[src/kdlp_pkg.sv]
// Shared types and constants for the key debounce and long press encoder.
package kdlp_pkg;

    localparam int unsigned LEVEL_BITS = 4;
    localparam int unsigned DELAY_W    = 16;
    localparam int unsigned TIME_W     = 32;
    localparam int unsigned KEY_NUM_W  = 2;
    localparam int unsigned TURN_W     = 16;
    localparam int unsigned CFG_DATA_W = 32;
    localparam int unsigned CFG_ADDR_W = 3;

    localparam logic signed [TURN_W-1:0] TURN_LIMIT = 16'sd32767;

    localparam logic [DELAY_W-1:0] DEBOUNCE_RESET   = 16'd20;
    localparam logic [DELAY_W-1:0] LONG_PRESS_RESET = 16'd1000;

    // Register select, taken from paddr[2]
    localparam logic REG_DEBOUNCE   = 1'b0;
    localparam logic REG_LONG_PRESS = 1'b1;

    typedef enum logic [2:0] {
        PH_UP       = 3'd0,
        PH_DEB_DOWN = 3'd1,
        PH_DOWN     = 3'd2,
        PH_LONG     = 3'd3,
        PH_DEB_UP   = 3'd4
    } phase_t;

    typedef enum logic [2:0] {
        EV_ROT_UP   = 3'd0,
        EV_ROT_DOWN = 3'd1,
        EV_KEY_DOWN = 3'd2,
        EV_KEY_LONG = 3'd3,
        EV_KEY_UP   = 3'd4
    } event_kind_t;

    typedef struct packed {
        logic        fire;
        event_kind_t kind;
    } key_evt_t;

endpackage

[src/kdlp_lane.sv]
// One key's debounce lane: phase and timestamp registers plus the step logic.
module kdlp_lane (
    input  logic                             aclk,
    input  logic                             aresetn,
    input  logic                             step,
    input  logic                             pressed,
    input  logic [kdlp_pkg::TIME_W-1:0]      now_ms,
    input  logic [kdlp_pkg::DELAY_W-1:0]     debounce_ms,
    input  logic [kdlp_pkg::DELAY_W-1:0]     long_ms,
    output kdlp_pkg::key_evt_t               evt
);

    kdlp_pkg::phase_t                phase_reg;
    kdlp_pkg::phase_t                phase_next;
    logic [kdlp_pkg::TIME_W-1:0]     stamp_reg;
    logic [kdlp_pkg::TIME_W-1:0]     stamp_next;
    logic [kdlp_pkg::TIME_W-1:0]     elapsed;
    logic                            deb_over;
    logic                            long_over;

    always_ff @(posedge aclk) begin
        if (!aresetn) begin
            phase_reg <= kdlp_pkg::PH_UP;
        end else if (step) begin
            phase_reg <= phase_next;
        end
    end

    always_ff @(posedge aclk) begin
        if (step) begin
            stamp_reg <= stamp_next;
        end
    end

    // Elapsed time wraps modulo 2^32
    assign elapsed   = now_ms - stamp_reg;
    assign deb_over  = elapsed > {{(kdlp_pkg::TIME_W-kdlp_pkg::DELAY_W){1'b0}}, debounce_ms};
    assign long_over = elapsed > {{(kdlp_pkg::TIME_W-kdlp_pkg::DELAY_W){1'b0}}, long_ms};

    always_comb begin
        phase_next = phase_reg;
        stamp_next = stamp_reg;
        evt.fire   = 1'b0;
        evt.kind   = kdlp_pkg::EV_KEY_DOWN;
        unique case (phase_reg)
            kdlp_pkg::PH_DEB_DOWN: begin
                if (!pressed) begin
                    phase_next = kdlp_pkg::PH_UP;
                end else if (deb_over) begin
                    phase_next = kdlp_pkg::PH_DOWN;
                    evt.fire   = step;
                    evt.kind   = kdlp_pkg::EV_KEY_DOWN;
                end
            end
            kdlp_pkg::PH_DOWN: begin
                if (!pressed) begin
                    phase_next = kdlp_pkg::PH_DEB_UP;
                    stamp_next = now_ms;
                end else if (long_over) begin
                    phase_next = kdlp_pkg::PH_LONG;
                    evt.fire   = step;
                    evt.kind   = kdlp_pkg::EV_KEY_LONG;
                end
            end
            kdlp_pkg::PH_LONG: begin
                if (!pressed) begin
                    phase_next = kdlp_pkg::PH_DEB_UP;
                    stamp_next = now_ms;
                end
            end
            kdlp_pkg::PH_DEB_UP: begin
                if (pressed) begin
                    stamp_next = now_ms;
                end else if (deb_over) begin
                    phase_next = kdlp_pkg::PH_UP;
                    evt.fire   = step;
                    evt.kind   = kdlp_pkg::EV_KEY_UP;
                end
            end
            default: begin
                phase_next = kdlp_pkg::PH_UP;
                if (pressed) begin
                    stamp_next = now_ms;
                    phase_next = kdlp_pkg::PH_DEB_DOWN;
                end
            end
        endcase
    end

endmodule

[src/kdlp_merge.sv]
// Merge stage: collect the rotate and lane events of a poll and send them in order.
module kdlp_merge #(
    parameter int unsigned NUM_KEYS = 4
) (
    input  logic                                  aclk,
    input  logic                                  aresetn,
    input  logic                                  load,
    input  kdlp_pkg::key_evt_t [NUM_KEYS:0]       evts,
    output logic                                  busy,
    output logic                                  m_valid,
    input  logic                                  m_ready,
    output logic [2:0]                            m_event_kind,
    output logic [kdlp_pkg::KEY_NUM_W-1:0]        m_key_number,
    output logic                                  m_last_in_run
);

    localparam int unsigned NSlots = NUM_KEYS + 1;
    localparam int unsigned SlotW  = (NSlots > 1) ? $clog2(NSlots) : 1;

    logic [NSlots-1:0]                    pend_reg;
    logic [NSlots-1:0]                    pend_next;
    kdlp_pkg::event_kind_t [NSlots-1:0]   kind_reg;
    kdlp_pkg::event_kind_t [NSlots-1:0]   kind_next;
    logic [SlotW-1:0]                     idx_reg;
    logic [SlotW-1:0]                     idx_next;
    logic [SlotW-1:0]                     key_idx;
    logic                                 m_valid_reg;
    logic                                 m_valid_next;
    logic [2:0]                           kind_out_reg;
    logic [2:0]                           kind_out_next;
    logic [kdlp_pkg::KEY_NUM_W-1:0]       key_out_reg;
    logic [kdlp_pkg::KEY_NUM_W-1:0]       key_out_next;
    logic                                 last_out_reg;
    logic                                 last_out_next;
    logic                                 cur_pend;
    logic                                 out_free;
    logic                                 emit;
    logic                                 advance;

    always_ff @(posedge aclk) begin
        if (!aresetn) begin
            pend_reg    <= '0;
            idx_reg     <= '0;
            m_valid_reg <= 1'b0;
        end else begin
            pend_reg    <= pend_next;
            idx_reg     <= idx_next;
            m_valid_reg <= m_valid_next;
        end
    end

    always_ff @(posedge aclk) begin
        kind_reg     <= kind_next;
        kind_out_reg <= kind_out_next;
        key_out_reg  <= key_out_next;
        last_out_reg <= last_out_next;
    end

    assign cur_pend = pend_reg[idx_reg];
    assign out_free = !m_valid_reg || m_ready;
    assign emit     = cur_pend && out_free;
    // Skip empty slots, hold on a pending one until the output frees up; stop at the last slot
    assign advance  = (|pend_reg) && (!cur_pend || out_free)
                      && (idx_reg != SlotW'(NSlots - 1));
    assign key_idx  = idx_reg - SlotW'(1);

    always_comb begin
        pend_next     = pend_reg;
        kind_next     = kind_reg;
        idx_next      = idx_reg;
        m_valid_next  = m_valid_reg && !m_ready;
        kind_out_next = kind_out_reg;
        key_out_next  = key_out_reg;
        last_out_next = last_out_reg;

        if (emit) begin
            pend_next[idx_reg] = 1'b0;
            m_valid_next       = 1'b1;
            kind_out_next      = kind_reg[idx_reg];
            key_out_next       = (idx_reg == '0) ? '0 : kdlp_pkg::KEY_NUM_W'(key_idx);
        end
        last_out_next = emit ? ~|pend_next : last_out_reg;
        if (advance) begin
            idx_next = idx_reg + SlotW'(1);
        end

        if (load) begin
            for (int i = 0; i < NSlots; i++) begin
                pend_next[i] = evts[i].fire;
                kind_next[i] = evts[i].kind;
            end
            idx_next = '0;
        end
    end

    assign busy          = |pend_reg;
    assign m_valid       = m_valid_reg;
    assign m_event_kind  = kind_out_reg;
    assign m_key_number  = key_out_reg;
    assign m_last_in_run = last_out_reg;

endmodule

[src/key_debounce_long_press_encoder.sv]
// Top level: encoder turn counter, per-key debounce lanes and event merge stage.
//
//  channel | direction | handshake            | payload
//  --------+-----------+----------------------+-----------------------------------------
//  s_      | in        | s_valid / s_ready    | req_type, enc_clk, enc_dt, key_levels, now_ms
//  m_      | out       | m_valid / m_ready    | event_kind, key_number, last_in_run
//  apb     | in/out    | psel/penable, pready | paddr, pwdata, prdata
//
// An encoder edge leaves s_ready high. A poll steps all key lanes in its accept
// cycle; the merge stage then walks the NUM_KEYS + 1 event slots one per cycle,
// holding on a pending slot while the output is stalled by m_ready, and stops after
// the last slot that holds an event. s_ready stays low until that event is in the
// output register, which a low m_ready delays; a poll that causes nothing frees the
// input at once.
// Reset (aresetn low, synchronous) puts every key in the up phase, clears the turn
// count and loads the delay registers with 20 ms and 1000 ms.
module key_debounce_long_press_encoder #(
    parameter int unsigned NUM_KEYS = 4
) (
    input  logic                                 aclk,
    input  logic                                 aresetn,

    input  logic                                 s_valid,
    output logic                                 s_ready,
    input  logic                                 s_req_type,
    input  logic                                 s_enc_clk,
    input  logic                                 s_enc_dt,
    input  logic [kdlp_pkg::LEVEL_BITS-1:0]      s_key_levels,
    input  logic [kdlp_pkg::TIME_W-1:0]          s_now_ms,

    output logic                                 m_valid,
    input  logic                                 m_ready,
    output logic [2:0]                           m_event_kind,
    output logic [kdlp_pkg::KEY_NUM_W-1:0]       m_key_number,
    output logic                                 m_last_in_run,

    input  logic                                 psel,
    input  logic                                 penable,
    input  logic                                 pwrite,
    input  logic [kdlp_pkg::CFG_ADDR_W-1:0]      paddr,
    input  logic [kdlp_pkg::CFG_DATA_W-1:0]      pwdata,
    output logic [kdlp_pkg::CFG_DATA_W-1:0]      prdata,
    output logic                                 pready
);

    logic                                      accept;
    logic                                      enc_step;
    logic                                      poll;
    logic                                      busy;
    logic signed [kdlp_pkg::TURN_W-1:0]        turn_reg;
    logic signed [kdlp_pkg::TURN_W-1:0]        turn_next;
    logic [kdlp_pkg::DELAY_W-1:0]              deb_reg;
    logic [kdlp_pkg::DELAY_W-1:0]              deb_next;
    logic [kdlp_pkg::DELAY_W-1:0]              long_reg;
    logic [kdlp_pkg::DELAY_W-1:0]              long_next;
    logic                                      cfg_write;
    kdlp_pkg::key_evt_t [NUM_KEYS:0]           evts;

    assign accept   = s_valid && s_ready;
    assign enc_step = accept && !s_req_type;
    assign poll     = accept && s_req_type;
    assign s_ready  = !busy;

    // ---------------- configuration port ----------------
    assign pready    = 1'b1;
    assign cfg_write = psel && penable && pwrite && pready;

    always_ff @(posedge aclk) begin
        if (!aresetn) begin
            deb_reg  <= kdlp_pkg::DEBOUNCE_RESET;
            long_reg <= kdlp_pkg::LONG_PRESS_RESET;
        end else begin
            deb_reg  <= deb_next;
            long_reg <= long_next;
        end
    end

    // Decode on the word select only; byte offset bits are ignored
    always_comb begin
        deb_next  = deb_reg;
        long_next = long_reg;
        prdata    = '0;
        unique case (paddr[2])
            kdlp_pkg::REG_DEBOUNCE: begin
                prdata = {{(kdlp_pkg::CFG_DATA_W-kdlp_pkg::DELAY_W){1'b0}}, deb_reg};
                if (cfg_write) begin
                    deb_next = pwdata[kdlp_pkg::DELAY_W-1:0];
                end
            end
            kdlp_pkg::REG_LONG_PRESS: begin
                prdata = {{(kdlp_pkg::CFG_DATA_W-kdlp_pkg::DELAY_W){1'b0}}, long_reg};
                if (cfg_write) begin
                    long_next = pwdata[kdlp_pkg::DELAY_W-1:0];
                end
            end
            default: begin
                prdata = '0;
            end
        endcase
    end

    // ---------------- encoder turn count ----------------
    always_ff @(posedge aclk) begin
        if (!aresetn) begin
            turn_reg <= '0;
        end else begin
            turn_reg <= turn_next;
        end
    end

    // Step down when the lines agree, up otherwise; saturate at +/- limit.
    // A poll reports the direction of a nonzero count and clears the count.
    always_comb begin
        turn_next = turn_reg;
        if (enc_step) begin
            if (s_enc_clk == s_enc_dt) begin
                if (turn_reg != -kdlp_pkg::TURN_LIMIT) begin
                    turn_next = turn_reg - 16'sd1;
                end
            end else if (turn_reg != kdlp_pkg::TURN_LIMIT) begin
                turn_next = turn_reg + 16'sd1;
            end
        end else if (poll) begin
            turn_next = '0;
        end
    end

    // Slot 0 carries the rotate event, ahead of every key
    assign evts[0].fire = turn_reg != '0;
    assign evts[0].kind = turn_reg[kdlp_pkg::TURN_W-1] ? kdlp_pkg::EV_ROT_DOWN
                                                        : kdlp_pkg::EV_ROT_UP;

    // ---------------- key lanes ----------------
    // All lanes step together on a poll; keys without a level bit read released.
    for (genvar k = 0; k < NUM_KEYS; k++) begin : g_lane
        logic pressed;
        if (k < kdlp_pkg::LEVEL_BITS) begin : g_bit
            assign pressed = !s_key_levels[k];
        end else begin : g_none
            assign pressed = 1'b0;
        end

        kdlp_lane u_lane (
            .aclk        (aclk),
            .aresetn     (aresetn),
            .step        (poll),
            .pressed     (pressed),
            .now_ms      (s_now_ms),
            .debounce_ms (deb_reg),
            .long_ms     (long_reg),
            .evt         (evts[k+1])
        );
    end

    // ---------------- merge and output ----------------
    kdlp_merge #(
        .NUM_KEYS (NUM_KEYS)
    ) u_merge (
        .aclk          (aclk),
        .aresetn       (aresetn),
        .load          (poll),
        .evts          (evts),
        .busy          (busy),
        .m_valid       (m_valid),
        .m_ready       (m_ready),
        .m_event_kind  (m_event_kind),
        .m_key_number  (m_key_number),
        .m_last_in_run (m_last_in_run)
    );

endmodule

[config.mk]
export PLATFORM = sky130hd
export DESIGN_NAME = key_debounce_long_press_encoder
export DESIGN_NICKNAME = d
export VERILOG_FILES = /design/src/kdlp_pkg.sv /design/src/kdlp_lane.sv /design/src/kdlp_merge.sv /design/src/key_debounce_long_press_encoder.sv
export SDC_FILE = /design/constraint.sdc
export NUM_CORES = 1
export LEC_CHECK = 0
export BUFFER_PORTS_ARGS = -buffer_cell sky130_fd_sc_hd__buf_2
export CAP_MARGIN = 5
export CORE_UTILIZATION = 50
export CTS_BUF_LIST = sky130_fd_sc_hd__clkbuf_8
export DETAILED_ROUTE_END_ITERATION = 8
export GPL_TIMING_DRIVEN = 0
export PLACE_DENSITY = 0.77
export SYNTH_ARGS = -nofsm -noshare
export SYNTH_HDL_FRONTEND = slang
export SYNTH_SLANG_ARGS = --single-unit
[constraint.sdc]
create_clock -name aclk -period 5.4 [get_ports aclk]
set_clock_uncertainty 0.1 [all_clocks]
set_input_delay 1.08 -clock aclk [delete_from_list [all_inputs] [get_ports aclk]]
set_output_delay 1.08 -clock aclk [all_outputs]
set_load 0.02 [all_outputs]
==> run metrics <==
critical path peak fanout 9; Clock transition at path regs 60 ps; leading cell type in the layout, fill and taps excluded ha_1; DRC 0; Num Clock Sinks 216; vias in the first global route 16700; DRT Pass-1 Iters 6; ranking of synthesized cells by area edfxtp_1, ha_1, dfxtp_1; Congestion Overflow GR 0; Tmin final 5110 ps; GP Congestion 0.947; clock root cell clkbuf_8; Worst Setup End Kind flip-flop; critical path class input port to flip-flop; remaining antenna violation count 0; CP delay by family, top compound AO/OA/AOI/OAI gates; Clock Latency Late Sink 610 ps; share of Yosys cell area claimed by the top area cell type 23.1%; outcome complete, no violations; cell area after synthesis 0.0191 mm^2; number of max-slew violations in the final report 0; library cells used by synthesis 89; fraction of registers with async set/reset 0%; Die Y 198 um; Final Net Count 2723; maximum capacitance violations 0; worst endpoint required time 5790 ps; area grow syn2layout 10.7%; HP Class flip-flop to flip-flop; deepest clock path buffer count 3; Core ar. 0.0377 mm^2; vias 17300; RSZ-0062 raised after global routing no; max FFs per register 128; initial antenna violation count 0; # diodes 0; die area 0.0390 mm^2; most frequent CP cell a21oi_1; total negative slack 0 ps; relative slew slack 29.1%; WP buf/inv 2; synth warn 0; largest net degree at the start of global routing 23; hold buffer count at cts 0; Peak supply drop 0.000151 V; share of layout cells above drive strength 1 8.87%; post-route cell area 0.0212 mm^2; crit path cell chain buf_2 -> inv_1 -> fa_1 -> nor2b_1 -> o31a_1 -> o21ai_0 -> nand2b_1 -> a21o_1 -> a21oi_1 -> xnor2_1 -> ha_1 -> a21oi_1 -> nor2b_1 -> o21ai_0 -> a21oi_1 -> o21a_1 -> o31ai_1 -> a22o_1 -> nand4_1 -> a31o_2; Final Cycle Share 94.6%; IO Pins 122; Port Buffers 83; Hold Violations, Final 0; synthesis-stage register bit count 216; Post-Synthesis Cells 2224; overall routed net length 51600 um; # rows 71; number of enable flip-flop cells after synthesis 147; Slew @ Worst Pin 1060 ps; P per Cell Area 243 mW/mm^2; sequential area share after synthesis 30.3%; initial core utilization 50.8%; die width 198 um; DP Area 0.0204 mm^2; CTS tree yes; commonest cells after routing, fill and taps aside ha_1, a21oi_1, inv_1, nand2_1, nor2_1; Max Freq 196 MHz; Detailed Place HPWL 41200 um; leak pwr 0.00915 uW; CP max stage delay 680 ps; Starting DRT DRC Count 1258; Final setup viols 0; Max H-tree Level 2; Overall Power 5140 uW; Num CTS Buffers 41; first-pass GRT wire length 82400 um; synthesized area per cell 8.60 um^2; Worst Path Arrival 5500 ps; vias per cell 5.95; top_reg_cell synth edfxtp_1; Yosys top cell by area edfxtp_1; WL/cell 17.7 um; GRT Util Overall 26.3%; startpoint types input port; slowest CP cell o31ai_1
## layout make-up
class	instances	area, um^2
plain buffers	73	340
flip-flops and latches	216	5800
clock buffers	44	606
repair buffers	87	526
well taps	511	639
multi-input cells	1751	12400
clock inverters	32	155
fillers	3415	16500
inverters	199	747
## metrics by stage
step | utilization [%] | cells | hold slack, ps | setup slack [ps]
after floorplan | - | 2239 | 336 | 501
after detailed placement | 54.1 | 2837 | 350 | -563
after CTS | 56.2 | 2913 | 358 | 75.7
after global routing | 56.2 | 2913 | 379 | 6.48
after global placement | 53.7 | 2833 | 343 | -440
final | 56.2 | 2913 | 358 | 291
## tightest hold or removal path: cells and delay by family (launching register included)
kind            cells  cell delay [ps]
flops               1              310
compound gates      1               50
simple gates        1               50
## path summary, 6_finish.rpt
check,start,end,slack (ps),depth (start not counted)
max,s_now_ms[1],g_lane[1].u_lane.phase_reg[0]$_SDFFE_PN0P_,290,20
min,deb_reg[13]$_SDFFE_PN0P_,deb_reg[13]$_SDFFE_PN0P_,360,2
max reg2reg,g_lane[1].u_lane.stamp_reg[1]$_DFFE_PP_,g_lane[1].u_lane.phase_reg[0]$_SDFFE_PN0P_,600,19
min reg2reg,deb_reg[13]$_SDFFE_PN0P_,deb_reg[13]$_SDFFE_PN0P_,360,2
## routing by layer
metal | global-route usage, % | up-vias | wire length, um
li1 | - | 8462 | -
met4 | 9.88 | 0 | 1660
met3 | 3.96 | 123 | 3140
met1 | 32.9 | 8172 | 22400
met5 | 0 | - | 0
met2 | 45.4 | 580 | 24400
## report_power, final
part / total, uW / leakage, uW / switching, uW / internal, uW
clock: 1530 / 0.000434 / 770 / 765
sequential: 1890 / 0.00190 / 36.5 / 1860
combinational: 1720 / 0.00682 / 1040 / 675
total: 5140 / 0.00915 / 1850 / 3300
## synth_stat cells, types with 11 or more instances
cell        n
or2_2      15
and3_1     16
o21ai_0   113
nor2b_1    38
ha_1      268
and2_1     15
o211ai_1   30
a21oi_1   217
o22ai_1    14
nor2_1    160
clkbuf_1   52
a21o_1     73
o21a_1     37
a22oi_1    14
inv_1     198
o21bai_1   21
dfxtp_1    69
xnor2_1    64
a31oi_1    14
nand3_1    46
buf_4      17
nor3_1     33
nand2b_1   29
nand2_1   198
nand4_1    53
edfxtp_1  147
nor4_1     11
xor2_1     34
or3_1      15
a211oi_1   21
mux2i_1    14
## timing repair
action,CTS,global route
setup buffers,0,0
resized for setup,0,4
endpoints found under the setup margin,0,5
## cells by family after synthesis
group                      share of synthesized area [%]
AOI/OAI and AO/OA                                   22.9
xor gates and xnor gates                            4.49
adders and majority gates                           18.1
buffers and inverters                               5.69
DFF                                                 30.3
muxes                                               1.03
other                                             0.0393
and+or+nand+nor                                     17.5
Power figures use the tool's default switching activity.
